===== src/hdl/pbzx_pkg.sv =====
// Shared types, codes and signature tables for the pbzx container deframer.
`timescale 1ns / 1ps

package pbzx_pkg;

    typedef enum logic [2:0] {
        PH_SIG      = 3'd0,
        PH_BSIZE    = 3'd1,
        PH_HDR      = 3'd2,
        PH_DATA     = 3'd3,
        PH_DONE     = 3'd4,
        PH_ERR_SIG  = 3'd5,
        PH_ERR_TRNC = 3'd6,
        PH_ERR_BIG  = 3'd7
    } t_phase;

    localparam logic [2:0] ST_PAYLOAD = 3'd0;
    localparam logic [2:0] ST_END     = 3'd1;
    localparam logic [2:0] ST_BADSIG  = 3'd2;
    localparam logic [2:0] ST_TRUNC   = 3'd3;
    localparam logic [2:0] ST_TOOBIG  = 3'd4;

    localparam int unsigned SizeBytes = 8;
    localparam int unsigned HdrBytes  = 16;

    typedef struct packed {
        logic [2:0] status;
        logic [7:0] payload_byte;
        logic       block_last;
    } t_result;

    // Expected byte at signature positions 0 to 2: "pbz".
    function automatic logic [7:0] sig_prefix(input logic [1:0] pos);
        logic [7:0] b;
        case (pos)
            2'd0:    b = 8'h70;
            2'd1:    b = 8'h62;
            default: b = 8'h7A;
        endcase
        return b;
    endfunction

    // Fourth signature byte: one of z, x, 4, e.
    function automatic logic fourth_ok(input logic [7:0] b);
        return (b == 8'h7A) || (b == 8'h78) || (b == 8'h34) || (b == 8'h65);
    endfunction

endpackage


===== src/hdl/pbzx_container_deframer.sv =====
// Top level of the pbzx container deframer: input register, parser, result buffer.
`timescale 1ns / 1ps

// Takes one container byte (or, with tuser set, an end-of-stream marker) per
// transfer and sustains one transfer per cycle while the result buffer has
// room. Each byte is held in an input register, decoded by the parser and,
// where it causes a result, written to a two-entry result buffer that holds
// it for the output. Header bytes give no result unless a check fails.
// After a clean end or an error every further transfer repeats that status
// until reset. s_axis_tready depends only on registered state.
module pbzx_container_deframer (
    input  logic       i_clk,
    input  logic       i_rst_n,
    input  logic       s_axis_tvalid,
    output logic       s_axis_tready,
    input  logic [7:0] s_axis_tdata,   // [7:0] in_byte
    input  logic       s_axis_tuser,   // [0] end_marker
    output logic       m_axis_tvalid,
    input  logic       m_axis_tready,
    output logic [7:0] m_axis_tdata,   // [7:0] payload_byte
    output logic [2:0] m_axis_tuser,   // [2:0] status
    output logic       m_axis_tlast    // block_last
);

    logic       r_in_valid;
    logic [7:0] r_in_byte;
    logic       r_in_end;

    logic              step;
    logic              has_result;
    logic              buf_full;
    pbzx_pkg::t_result result;
    pbzx_pkg::t_result out_result;

    // Advance the held byte whenever the buffer has room.
    assign step          = r_in_valid && !buf_full;
    assign s_axis_tready = !r_in_valid || !buf_full;

    always_ff @(posedge i_clk) begin
        if (!i_rst_n) begin
            r_in_valid <= 1'b0;
        end else if (s_axis_tready) begin
            r_in_valid <= s_axis_tvalid;
        end
    end

    always_ff @(posedge i_clk) begin
        if (s_axis_tready && s_axis_tvalid) begin
            r_in_byte <= s_axis_tdata;
            r_in_end  <= s_axis_tuser;
        end
    end

    pbzx_parse u_parse (
        .i_clk        (i_clk),
        .i_rst_n      (i_rst_n),
        .i_step       (step),
        .i_byte       (r_in_byte),
        .i_end        (r_in_end),
        .o_has_result (has_result),
        .o_result     (result)
    );

    pbzx_skid u_skid (
        .i_clk       (i_clk),
        .i_rst_n     (i_rst_n),
        .i_push      (step && has_result),
        .i_result    (result),
        .o_full      (buf_full),
        .o_valid     (m_axis_tvalid),
        .o_result    (out_result),
        .i_pop_ready (m_axis_tready)
    );

    assign m_axis_tdata = out_result.payload_byte;
    assign m_axis_tuser = out_result.status;
    assign m_axis_tlast = out_result.block_last;

    a_hold_when_full: assert property (@(posedge i_clk) disable iff (!i_rst_n)
        (r_in_valid && buf_full) |=> (r_in_valid && $stable(r_in_byte)))
        else $error("held byte lost while buffer full");

endmodule


===== src/hdl/pbzx_parse.sv =====
// Container parser: phase state, field assembly and per-byte result decode.
`timescale 1ns / 1ps

module pbzx_parse (
    input  logic                  i_clk,
    input  logic                  i_rst_n,
    input  logic                  i_step,
    input  logic [7:0]            i_byte,
    input  logic                  i_end,
    output logic                  o_has_result,
    output pbzx_pkg::t_result     o_result
);

    pbzx_pkg::t_phase r_phase, n_phase;
    logic [3:0]       r_pos, n_pos;
    logic             r_sig_bad, n_sig_bad;
    logic [63:0]      r_field, n_field;
    logic [63:0]      r_limit, n_limit;
    logic [63:0]      r_uncomp, n_uncomp;
    logic [63:0]      r_left, n_left;

    logic [63:0] field_sh;
    logic        sig_bad_now;

    assign field_sh = {r_field[55:0], i_byte};

    // Next-state logic
    always_comb begin
        n_phase   = r_phase;
        n_pos     = r_pos;
        n_sig_bad = r_sig_bad;
        n_field   = r_field;
        n_limit   = r_limit;
        n_uncomp  = r_uncomp;
        n_left    = r_left;
        sig_bad_now = r_sig_bad;
        if (r_phase == pbzx_pkg::PH_SIG || r_phase == pbzx_pkg::PH_BSIZE ||
            r_phase == pbzx_pkg::PH_HDR || r_phase == pbzx_pkg::PH_DATA) begin
            if (i_end) begin
                if (r_phase == pbzx_pkg::PH_HDR && r_pos == 4'd0) begin
                    n_phase = pbzx_pkg::PH_DONE;
                end else begin
                    n_phase = pbzx_pkg::PH_ERR_TRNC;
                end
            end else begin
                case (r_phase)
                    pbzx_pkg::PH_SIG: begin
                        if (r_pos < 4'd3) begin
                            if (i_byte != pbzx_pkg::sig_prefix(r_pos[1:0])) begin
                                n_sig_bad = 1'b1;
                            end
                            n_pos = r_pos + 4'd1;
                        end else begin
                            sig_bad_now = r_sig_bad || !pbzx_pkg::fourth_ok(i_byte);
                            n_sig_bad   = sig_bad_now;
                            n_pos       = 4'd0;
                            n_field     = '0;
                            n_phase     = sig_bad_now ? pbzx_pkg::PH_ERR_SIG
                                                      : pbzx_pkg::PH_BSIZE;
                        end
                    end
                    pbzx_pkg::PH_BSIZE: begin
                        if (r_pos < 4'(pbzx_pkg::SizeBytes - 1)) begin
                            n_field = field_sh;
                            n_pos   = r_pos + 4'd1;
                        end else begin
                            n_limit = field_sh;
                            n_field = '0;
                            n_pos   = 4'd0;
                            n_phase = pbzx_pkg::PH_HDR;
                        end
                    end
                    pbzx_pkg::PH_HDR: begin
                        n_field = field_sh;
                        if (r_pos == 4'(pbzx_pkg::SizeBytes - 1)) begin
                            n_uncomp = field_sh;
                            n_field  = '0;
                        end
                        if (r_pos < 4'(pbzx_pkg::HdrBytes - 1)) begin
                            n_pos = r_pos + 4'd1;
                        end else begin
                            n_pos   = 4'd0;
                            n_field = '0;
                            if (r_limit != '0 && r_uncomp > r_limit) begin
                                n_phase = pbzx_pkg::PH_ERR_BIG;
                            end else begin
                                n_left  = field_sh;
                                n_phase = (field_sh != '0) ? pbzx_pkg::PH_DATA
                                                           : pbzx_pkg::PH_HDR;
                            end
                        end
                    end
                    default: begin
                        n_left = r_left - 64'd1;
                        if (r_left == 64'd1) begin
                            n_phase = pbzx_pkg::PH_HDR;
                        end
                    end
                endcase
            end
        end
    end

    // Result decode
    always_comb begin
        o_has_result = 1'b0;
        o_result     = '0;
        case (r_phase)
            pbzx_pkg::PH_DONE: begin
                o_has_result    = 1'b1;
                o_result.status = pbzx_pkg::ST_END;
            end
            pbzx_pkg::PH_ERR_SIG: begin
                o_has_result    = 1'b1;
                o_result.status = pbzx_pkg::ST_BADSIG;
            end
            pbzx_pkg::PH_ERR_TRNC: begin
                o_has_result    = 1'b1;
                o_result.status = pbzx_pkg::ST_TRUNC;
            end
            pbzx_pkg::PH_ERR_BIG: begin
                o_has_result    = 1'b1;
                o_result.status = pbzx_pkg::ST_TOOBIG;
            end
            pbzx_pkg::PH_DATA: begin
                o_has_result = 1'b1;
                if (i_end) begin
                    o_result.status = pbzx_pkg::ST_TRUNC;
                end else begin
                    o_result.status       = pbzx_pkg::ST_PAYLOAD;
                    o_result.payload_byte = i_byte;
                    o_result.block_last   = (r_left == 64'd1);
                end
            end
            default: begin
                // Header phases report only on a failed check or an end marker.
                case (n_phase)
                    pbzx_pkg::PH_DONE: begin
                        o_has_result    = 1'b1;
                        o_result.status = pbzx_pkg::ST_END;
                    end
                    pbzx_pkg::PH_ERR_SIG: begin
                        o_has_result    = 1'b1;
                        o_result.status = pbzx_pkg::ST_BADSIG;
                    end
                    pbzx_pkg::PH_ERR_TRNC: begin
                        o_has_result    = 1'b1;
                        o_result.status = pbzx_pkg::ST_TRUNC;
                    end
                    pbzx_pkg::PH_ERR_BIG: begin
                        o_has_result    = 1'b1;
                        o_result.status = pbzx_pkg::ST_TOOBIG;
                    end
                    default: begin
                        o_has_result = 1'b0;
                    end
                endcase
            end
        endcase
    end

    always_ff @(posedge i_clk) begin
        if (!i_rst_n) begin
            r_phase   <= pbzx_pkg::PH_SIG;
            r_pos     <= '0;
            r_sig_bad <= 1'b0;
            r_field   <= '0;
            r_limit   <= '0;
            r_uncomp  <= '0;
            r_left    <= '0;
        end else if (i_step) begin
            r_phase   <= n_phase;
            r_pos     <= n_pos;
            r_sig_bad <= n_sig_bad;
            r_field   <= n_field;
            r_limit   <= n_limit;
            r_uncomp  <= n_uncomp;
            r_left    <= n_left;
        end
    end

    a_data_has_bytes: assert property (@(posedge i_clk) disable iff (!i_rst_n)
        (r_phase == pbzx_pkg::PH_DATA) |-> (r_left != '0))
        else $error("payload phase with no bytes left");

    a_sticky_reports: assert property (@(posedge i_clk) disable iff (!i_rst_n)
        (r_phase == pbzx_pkg::PH_DONE || r_phase == pbzx_pkg::PH_ERR_SIG ||
         r_phase == pbzx_pkg::PH_ERR_TRNC || r_phase == pbzx_pkg::PH_ERR_BIG)
        |=> (r_phase == $past(r_phase)))
        else $error("terminal phase left without reset");

    a_status_clean: assert property (@(posedge i_clk) disable iff (!i_rst_n)
        (o_has_result && o_result.status != pbzx_pkg::ST_PAYLOAD)
        |-> (!o_result.block_last && o_result.payload_byte == 8'd0))
        else $error("status result carries payload fields");

    a_pos_range: assert property (@(posedge i_clk) disable iff (!i_rst_n)
        (r_phase == pbzx_pkg::PH_SIG) |-> (r_pos < 4'd4))
        else $error("signature position out of range");

endmodule


===== src/hdl/pbzx_skid.sv =====
// Two-entry result buffer between the parser and the output stream.
`timescale 1ns / 1ps

module pbzx_skid (
    input  logic               i_clk,
    input  logic               i_rst_n,
    input  logic               i_push,
    input  pbzx_pkg::t_result  i_result,
    output logic               o_full,
    output logic               o_valid,
    output pbzx_pkg::t_result  o_result,
    input  logic               i_pop_ready
);

    pbzx_pkg::t_result r_mem [2];
    logic       r_wr_ptr, r_rd_ptr;
    logic [1:0] r_count;
    logic       pop;

    assign o_full   = (r_count == 2'd2);
    assign o_valid  = (r_count != 2'd0);
    assign o_result = r_mem[r_rd_ptr];
    assign pop      = o_valid && i_pop_ready;

    always_ff @(posedge i_clk) begin
        if (i_push) begin
            r_mem[r_wr_ptr] <= i_result;
        end
    end

    always_ff @(posedge i_clk) begin
        if (!i_rst_n) begin
            r_wr_ptr <= 1'b0;
            r_rd_ptr <= 1'b0;
            r_count  <= '0;
        end else begin
            if (i_push) begin
                r_wr_ptr <= !r_wr_ptr;
            end
            if (pop) begin
                r_rd_ptr <= !r_rd_ptr;
            end
            r_count <= r_count + 2'(i_push) - 2'(pop);
        end
    end

    a_no_overflow: assert property (@(posedge i_clk) disable iff (!i_rst_n)
        o_full |-> !i_push)
        else $error("push into full result buffer");

    a_count_ptrs: assert property (@(posedge i_clk) disable iff (!i_rst_n)
        (r_count == 2'd1) |-> (r_wr_ptr != r_rd_ptr))
        else $error("buffer pointers disagree with count");

endmodule


===== config.mk =====
export PLATFORM = sky130hd
export DESIGN_NAME = pbzx_container_deframer
export DESIGN_NICKNAME = d
export VERILOG_FILES = /design/src/hdl/pbzx_pkg.sv /design/src/hdl/pbzx_container_deframer.sv /design/src/hdl/pbzx_parse.sv /design/src/hdl/pbzx_skid.sv
export SDC_FILE = /design/constraint.sdc
export NUM_CORES = 1
export LEC_CHECK = 0
export ABC_AREA = 1
export BUFFER_PORTS_ARGS = -buffer_cell sky130_fd_sc_hd__buf_4
export CORE_ASPECT_RATIO = 1.4
export CORE_MARGIN = 3
export CORE_UTILIZATION = 55
export DETAILED_ROUTE_END_ITERATION = 10
export PLACE_DENSITY = 0.8
export REMOVE_ABC_BUFFERS = 1
export SLEW_MARGIN = 20
export SYNTH_ARGS = -nofsm -noshare
export SYNTH_HDL_FRONTEND = slang
export SYNTH_SLANG_ARGS = --single-unit

===== constraint.sdc =====
create_clock -name i_clk -period 3.33 [get_ports i_clk]
set_clock_uncertainty 0.05 [all_clocks]
set_input_delay 0.333 -clock i_clk [delete_from_list [all_inputs] [get_ports i_clk]]
set_output_delay 0.333 -clock i_clk [all_outputs]
set_load 0.02 [all_outputs]

==> flow_metrics.py, run 1 <==
metrics = {
    "run_status": {
        "status": "finished, final reports clean",
    },
    "timing": {
        "setup_violations": 0,
        "relSlewSlack_pct": 28.1,
        "max_clock_freq_mhz": 328,
        "post-route-period-util_pct": 91.6,
        "final.setup.tns_ns": 0,
        "hold_viol_final": 0,
        "tightest_slew_ns": 1.08,
        "grt_setup_unrepaired": "false",
        "timing.final.max_slew_violations": 0,
        "period_needed_ns": 3.05,
    },
    "logic_synthesis": {
        "netlist_top_cells_count": "302 x sky130_fd_sc_hd__a21oi_1, 267 x sky130_fd_sc_hd__nand2_1, 262 x sky130_fd_sc_hd__dfxtp_1",
        "ys.flop_type": "sky130_fd_sc_hd__dfxtp_1",
        "synth_top_area_share_pct": 35.1,
        "yosysMostFrequentCell": "sky130_fd_sc_hd__a21oi_1",
        "synth.mux.area_fraction_pct": 0.903,
        "fraction_of_synthesis_flops_using_an_asynchronous_set_or_reset_pin_pct": 0,
        "synth_area_per_cell_um2": 7.37,
        "synth_sequential_area_ratio_pct": 41.7,
        "synth-seq-cells": 295,
        "combinational_family_with_the_most_area_after_synthesis": "simple AND/OR/NAND/NOR gates",
        "synthAdderAreaFrac_pct": 6.02,
        "ys_warn_count": 0,
        "yosys.cell_types.count": 46,
        "synth_edf_count": 33,
        "synth-compound-area-share_pct": 19.5,
        "synthTopCellsByArea": "sky130_fd_sc_hd__dfxtp_1 35%, sky130_fd_sc_hd__a21oi_1 10%, sky130_fd_sc_hd__o21ai_0 7.7%",
        "netlist_instances": 2029,
        "synth-simple-area-share_pct": 21.8,
        "synth_top_area_cell": "sky130_fd_sc_hd__dfxtp_1",
        "syn_area_mm2": 0.0150,
        "synth_xor_area_share_pct": 1.76,
    },
    "layout": {
        "finalNetCount": 2100,
        "synthToLayoutAreaGrowth_pct": 11.1,
        "diodes_inserted": 0,
        "post-route-util_pct": 62.8,
        "post_layout_nonfiller_instances": 2397,
        "share_of_layout_cells_above_drive_strength_1_pct": 7.31,
    },
    "place": {
        "half_perimeter_wire_length_after_detailed_placement_um": 29200,
        "buffer_ports.inserted": 26,
        "placedCellCount": 2335,
        "gp_congestion": 0.921,
    },
    "global_route": {
        "antenna_found_initial": 0,
        "grt-ovfl-total": 0,
        "via_count_of_the_first_global_routing_pass": 13600,
        "grt_pass1_wl_um": 68700,
        "grt_start_max_net_pins": 188,
        "global_route.usage.total_pct": 28.1,
    },
    "cts": {
        "clock_tree.htree_level_count": 1,
        "tritoncts": "yes",
        "path_clk_slew_ns": 0.07,
        "clock_sinks": 295,
        "worstSkewPairLatency_ns": 0.55,
        "cts_buffer_depth": 3,
        "numCtsBuffers": 28,
        "clk_root_buffer_cell": "sky130_fd_sc_hd__clkbuf_16",
    },
    "floorplan": {
        "die_h_um": 201,
        "std_cell_rows": 70,
        "dieArea_mm2": 0.0292,
        "starting_density_pct": 56.5,
        "coreArea_mm2": 0.0265,
        "floorplan.die.width_um": 145,
        "number_of_primary_i_o_pins": 27,
    },
    "power": {
        "p_switching_mw": 3.14,
        "leakage_nw": 7.13,
        "vdd_drop_max_v": 0.000484,
        "seq_power_share_pct": 37.8,
        "share_of_power_burned_in_the_clock_network_pct": 37.0,
        "power.share.combinational_pct": 25.2,
        "p_int_mw": 6.89,
        "power_density_mw_per_mm2": 604,
        "power_switching_share_pct": 31.3,
    },
    "route": {
        "dr_total_vias": 14000,
        "dr.pass1.iters": 5,
        "postRouteWirelength_um": 42500,
        "antenna_left": 0,
        "vias_per_cell": 5.85,
        "post-route-drc-count": 0,
        "drt-initial-drc-count": 1265,
        "avgRoutedWirePerCell_um": 17.7,
    },
    "worst_setup_path": {
        "arrival_time_of_the_worst_setup_path_ns": 3.48,
        "cp.required_ns": 3.76,
        "crit_path_start_kind": "flop",
        "path_max_fanout": 4,
        "crit_type": "flop to flop",
        "crit_path_end_kind": "flop",
    },
    "worst_hold_path": {
        "min-delay-path-class": "input port to flop",
    },
    "job": {
        "timing.max_cap.violations": 0,
    },
}
==> power groups by stage <==
stage,clock (mW),sequential [mW],combinational (mW)
3_3_place_gp,0,3.87,2.41
4_1_cts,3.74,3.79,2.49
3_5_place_dp,0,3.87,2.46
5_1_grt,3.89,3.81,2.80
6_report,3.71,3.80,2.53
2_1_floorplan,0,3.83,1.81
==> flip-flops by register name, indices dropped and copies added, names as in the netlist, 2 cells and up, named ones only <==
register	cells
u_skid.r_count	2
u_skid.r_mem	24
u_parse.r_left	64
u_parse.r_pos	4
u_parse.r_field	56
u_parse.r_limit	64
u_parse.r_uncomp	64
u_parse.r_phase	3
r_in_byte	8
==> cells by family after synthesis <==
logic type                 Yosys count
buffers and inverters              323
xor gates and xnor gates            30
muxes                               12
DFF                                295
and+or+nand+nor                    730
adders and majority gates           72
AOI/OAI and AO/OA                  567
==> layer usage <==
metal  up-vias  share of wire (%)  wire length (µm)  global-route usage (%)
met4         0                6.5              2790                    16.2
met3       160                5.8              2460                    2.88
met5         -                  0                 0                       0
met1      6526                 39             16400                    33.3
met2       548                 49             20900                    49.5
li1       6789                  -                 -                       -
==> critical path: stages (launching register included) <==
cell	delay [ns]
sky130_fd_sc_hd__dfxtp_1	0.36
sky130_fd_sc_hd__inv_1	0.07
sky130_fd_sc_hd__ha_1	0.31
sky130_fd_sc_hd__nand2_1	0.11
sky130_fd_sc_hd__nor3_1	0.28
sky130_fd_sc_hd__nand3_1	0.17
sky130_fd_sc_hd__nor2_1	0.17
sky130_fd_sc_hd__nand2_1	0.07
sky130_fd_sc_hd__nand2_1	0.09
sky130_fd_sc_hd__nand4_1	0.14
sky130_fd_sc_hd__nand3_1	0.16
sky130_fd_sc_hd__nand2_1	0.10
sky130_fd_sc_hd__ha_1	0.28
sky130_fd_sc_hd__inv_1	0.04
sky130_fd_sc_hd__ha_1	0.17
sky130_fd_sc_hd__xor2_1	0.16
sky130_fd_sc_hd__o21ai_0	0.09
sky130_fd_sc_hd__a21oi_1	0.17
==> what timing repair did <==
action	4_1_cts	5_1_grt
hold buffers	10	0
endpoints found under the hold margin	10	0
setup buffers	0	0
resized for setup	0	2
endpoints found under the setup margin	0	1
==> cells in the final DEF (no fill, tap or decap), types with 4 or more instances in the layout <==
cell | synthesis | layout
sky130_fd_sc_hd__a21oi_1 | 302 | 302
sky130_fd_sc_hd__nand2_1 | 267 | 264
sky130_fd_sc_hd__dfxtp_1 | 262 | 262
sky130_fd_sc_hd__nor2_1 | 230 | 229
sky130_fd_sc_hd__o21ai_0 | 229 | 229
sky130_fd_sc_hd__inv_1 | 214 | 213
sky130_fd_sc_hd__nand3_1 | 111 | 111
sky130_fd_sc_hd__ha_1 | 72 | 72
sky130_fd_sc_hd__buf_4 | 1 | 44
sky130_fd_sc_hd__edfxtp_1 | 33 | 33
sky130_fd_sc_hd__clkbuf_16 | 0 | 29
sky130_fd_sc_hd__nor4_1 | 28 | 28
sky130_fd_sc_hd__nand4_1 | 27 | 27
sky130_fd_sc_hd__nor3_1 | 27 | 26
sky130_fd_sc_hd__xor2_1 | 23 | 23
sky130_fd_sc_hd__mux2_2 | 12 | 12
sky130_fd_sc_hd__a211oi_1 | 10 | 10
sky130_fd_sc_hd__dlygate4sd3_1 | 0 | 10
sky130_fd_sc_hd__nand3b_1 | 8 | 8
sky130_fd_sc_hd__bufinv_16 | 0 | 8
sky130_fd_sc_hd__inv_2 | 6 | 7
sky130_fd_sc_hd__xnor2_1 | 7 | 7
sky130_fd_sc_hd__nor2_4 | 5 | 6
sky130_fd_sc_hd__nor2_2 | 6 | 6
sky130_fd_sc_hd__or2_2 | 6 | 6
sky130_fd_sc_hd__o21ai_1 | 5 | 5
sky130_fd_sc_hd__buf_12 | 0 | 5
sky130_fd_sc_hd__o21a_1 | 4 | 4
sky130_fd_sc_hd__nor3_2 | 3 | 4
sky130_fd_sc_hd__nand2_4 | 3 | 4
sky130_fd_sc_hd__clkbuf_8 | 0 | 4
==> path summary, 6_finish.rpt <==
path	startpoint	endpoint	slack, ns	depth (start not counted)
max	u_parse.r_limit[63]	u_skid.r_count[1]	0.28	17
min	m_axis_tready	u_skid.r_rd_ptr	0.11	4
max reg2reg	u_parse.r_limit[63]	u_skid.r_count[1]	0.28	17
min reg2reg	u_parse.r_uncomp[0]	u_parse.r_uncomp[0]	0.42	2
==> cell type report <==
cell class / count / area [µm²]
clock inverters: 16 / 282
clock buffers: 36 / 792
multi-input cells: 1411 / 7510
fillers: 2388 / 9830
flip-flops and latches: 295 / 6240
inverters: 220 / 826
well taps: 360 / 450
repair buffers: 59 / 531
==> stage by stage <==
| step | setup slack [ns] | hold WS (ns) | power (mW) | area (µm²) |
|---|---|---|---|---|
| 2_1_floorplan | -2.40 | 0.375 | 5.65 | 14500 |
| 3_3_place_gp | 0.363 | 0.385 | 6.27 | 15400 |
| 3_5_place_dp | 0.248 | 0.407 | 6.33 | 15400 |
| 4_1_cts | 0.216 | 0.0812 | 10.0 | 16600 |
| 5_1_grt | 0.00822 | 0.134 | 10.5 | 16600 |
| 6_report | 0.279 | 0.108 | 10.0 | 16600 |
Power figures use the tool's default switching activity.
==> run 2, diff against run 1 <==
--- a/config.mk
+++ b/config.mk
@@ -9,9 +9,9 @@
 export BUFFER_PORTS_ARGS = -buffer_cell sky130_fd_sc_hd__buf_4
 export CORE_ASPECT_RATIO = 1.4
 export CORE_MARGIN = 3
-export CORE_UTILIZATION = 55
+export CORE_UTILIZATION = 63
 export DETAILED_ROUTE_END_ITERATION = 10
-export PLACE_DENSITY = 0.8
+export PLACE_DENSITY = 0.89
 export REMOVE_ABC_BUFFERS = 1
 export SLEW_MARGIN = 20
 export SYNTH_ARGS = -nofsm -noshare
==> flow_metrics.py, run 2 (same netlist as run 1, synthesis figures left out) <==
metrics = {
    "run_status": {
        "status": "finished, final reports clean",
    },
    "worst_setup_path": {
        "critical-path-max-stage-delay_ns": 0.37,
        "crit_path_cell_trace": "inv_1 -> ha_1 -> nand2_1 -> nor3_2 -> nand3_1 -> nor2_1 -> nand2_1 -> nand2_1 -> nand4_1 -> nand3_1 -> nand2_1 -> ha_1 -> inv_1 -> ha_1 -> xor2_1 -> o21ai_0 -> a21oi_1",
        "cp.required_ns": 3.72,
        "crit_path_start_kind": "flop",
        "critPathMostFrequentCell": "sky130_fd_sc_hd__nand2_1",
        "crit_type": "flop to flop",
        "crit_path_end_kind": "flop",
        "path_max_fanout": 4,
        "critical-path-slowest-cell": "sky130_fd_sc_hd__dfxtp_1",
        "arrival_time_of_the_worst_setup_path_ns": 3.43,
    },
    "place": {
        "half_perimeter_wire_length_after_detailed_placement_um": 28600,
        "gp_congestion": 0.944,
        "buffer_ports.inserted": 26,
        "placedCellCount": 2278,
    },
    "timing": {
        "setup_violations": 0,
        "final.setup.tns_ns": 0,
        "post-route-period-util_pct": 91.4,
        "max_clock_freq_mhz": 329,
        "hold_viol_final": 0,
        "period_needed_ns": 3.04,
        "relSlewSlack_pct": 43.7,
        "timing.final.max_slew_violations": 0,
        "tightest_slew_ns": 0.843,
    },
    "floorplan": {
        "die_h_um": 188,
        "number_of_primary_i_o_pins": 27,
        "std_cell_rows": 66,
        "starting_density_pct": 64.2,
        "dieArea_mm2": 0.0257,
        "coreArea_mm2": 0.0233,
        "floorplan.die.width_um": 136,
    },
    "layout": {
        "leading_cell_types_in_the_layout_fill_and_taps_excluded": "302 x sky130_fd_sc_hd__a21oi_1, 264 x sky130_fd_sc_hd__nand2_1, 262 x sky130_fd_sc_hd__dfxtp_1",
        "leading_cell_type_in_the_layout_fill_and_taps_excluded": "sky130_fd_sc_hd__a21oi_1",
        "diodes_inserted": 0,
        "synthToLayoutAreaGrowth_pct": 9.51,
        "reg_top3": "u_parse.r_left x64, u_parse.r_limit x64, u_parse.r_uncomp x64",
        "post-route-util_pct": 70.3,
        "post_layout_nonfiller_instances": 2339,
        "share_of_layout_cells_above_drive_strength_1_pct": 7.28,
        "finalNetCount": 2096,
    },
    "cts": {
        "clock_tree.htree_level_count": 1,
        "clk_root_buffer_cell": "sky130_fd_sc_hd__clkbuf_16",
        "clock_sinks": 295,
        "cts_buffer_depth": 3,
        "path_clk_slew_ns": 0.07,
        "post_cts.repair.setup_buffers": 0,
        "tritoncts": "yes",
        "numCtsBuffers": 28,
        "worstSkewPairLatency_ns": 0.55,
    },
    "global_route": {
        "grt_start_max_net_pins": 112,
        "grt-ovfl-total": 0,
        "via_count_of_the_first_global_routing_pass": 14000,
        "grt_pass1_wl_um": 70200,
        "antenna_found_initial": 0,
        "global_route.usage.total_pct": 33.6,
    },
    "power": {
        "leakage_nw": 7.05,
        "fin_total_pwr_mw": 9.56,
        "power_density_mw_per_mm2": 584,
        "vdd_drop_max_v": 0.000621,
    },
    "route": {
        "dr.pass1.iters": 6,
        "antenna_left": 0,
        "post-route-drc-count": 0,
        "postRouteWirelength_um": 43800,
        "avgRoutedWirePerCell_um": 18.7,
        "dr_total_vias": 14500,
        "vias_per_cell": 6.21,
        "drt-initial-drc-count": 1622,
    },
    "worst_hold_path": {
        "min-delay-path-class": "input port to flop",
    },
    "job": {
        "timing.max_cap.violations": 0,
    },
}
## run 2: changes by cell type in the layout (fill, tap and decap cells not counted), moves of 3 or more
| cell | previous run | this run |
|---|---|---|
| sky130_fd_sc_hd__bufinv_16 | 8 | 1 |
| sky130_fd_sc_hd__nor3_2 | 4 | 7 |
| sky130_fd_sc_hd__clkinv_1 | 3 | 0 |
| sky130_fd_sc_hd__clkbuf_1 | 3 | 7 |
| sky130_fd_sc_hd__clkbuf_8 | 4 | 7 |
| sky130_fd_sc_hd__nor3_1 | 26 | 23 |
## run 2: cell type report
cell class | count | area (µm²)
Timing Repair Buffer | 55 | 485
Multi-Input combinational cell | 1411 | 7520
Clock buffer | 43 | 848
Clock inverter | 9 | 80.1
Tap cell | 306 | 383
Sequential cell | 295 | 6240
Inverter | 220 | 826
Fill cell | 1732 | 6910
## run 2: where the power goes
group,switching (mW),leakage [nW],internal [mW]
clock network,1.40,0.458,1.83
logic,1.63,4.15,0.899
registers,0.115,2.44,3.69
## run 2: metrics by stage
stage               instance area [µm²]  worst slack (ns)  hold WS, ns
global route                      16400           -0.0211       0.0398
global placement                  15300             0.374        0.387
finish                            16400             0.288       0.0331
floorplan                         14500             -2.40        0.375
detailed placement                15300             0.308        0.402
CTS                               16400             0.247       0.0206
## run 2: routing by layer
layer  routed length (µm)  global-route usage, %  vias up
met1                15700                   39.6     6721
met3                 3450                   4.70      225
met5                    0                      0        -
met2                21100                   55.9      798
li1                     -                      -     6784
met4                 3570                   23.4        0
## run 2: critical path: cells and delay by family (launching register included)
family	cells	cell delay (ns)
buffers and inverters	2	0.13
AOI/OAI and AO/OA	2	0.21
and+or+nand+nor	9	1.25
xor gates and xnor gates	1	0.15
adders and majority gates	3	0.76
DFF	1	0.37
## run 2: final timing paths
path,startpoint,endpoint,slack [ns],depth (start not counted)
setup / recovery,u_parse.r_limit[63],u_skid.r_count[1],0.29,17
hold / removal,s_axis_tvalid,r_in_valid,0.03,3
setup reg to reg,u_parse.r_limit[63],u_skid.r_count[1],0.29,17
hold reg to reg,u_parse.r_uncomp[0],u_parse.r_uncomp[0],0.42,2
## run 2: timing repair
action / in CTS / in global routing
setup endpoints to repair: 0 / 1
endpoints found under the hold margin: 9 / 0
hold buffers: 9 / 0
resized for setup: 0 / 5
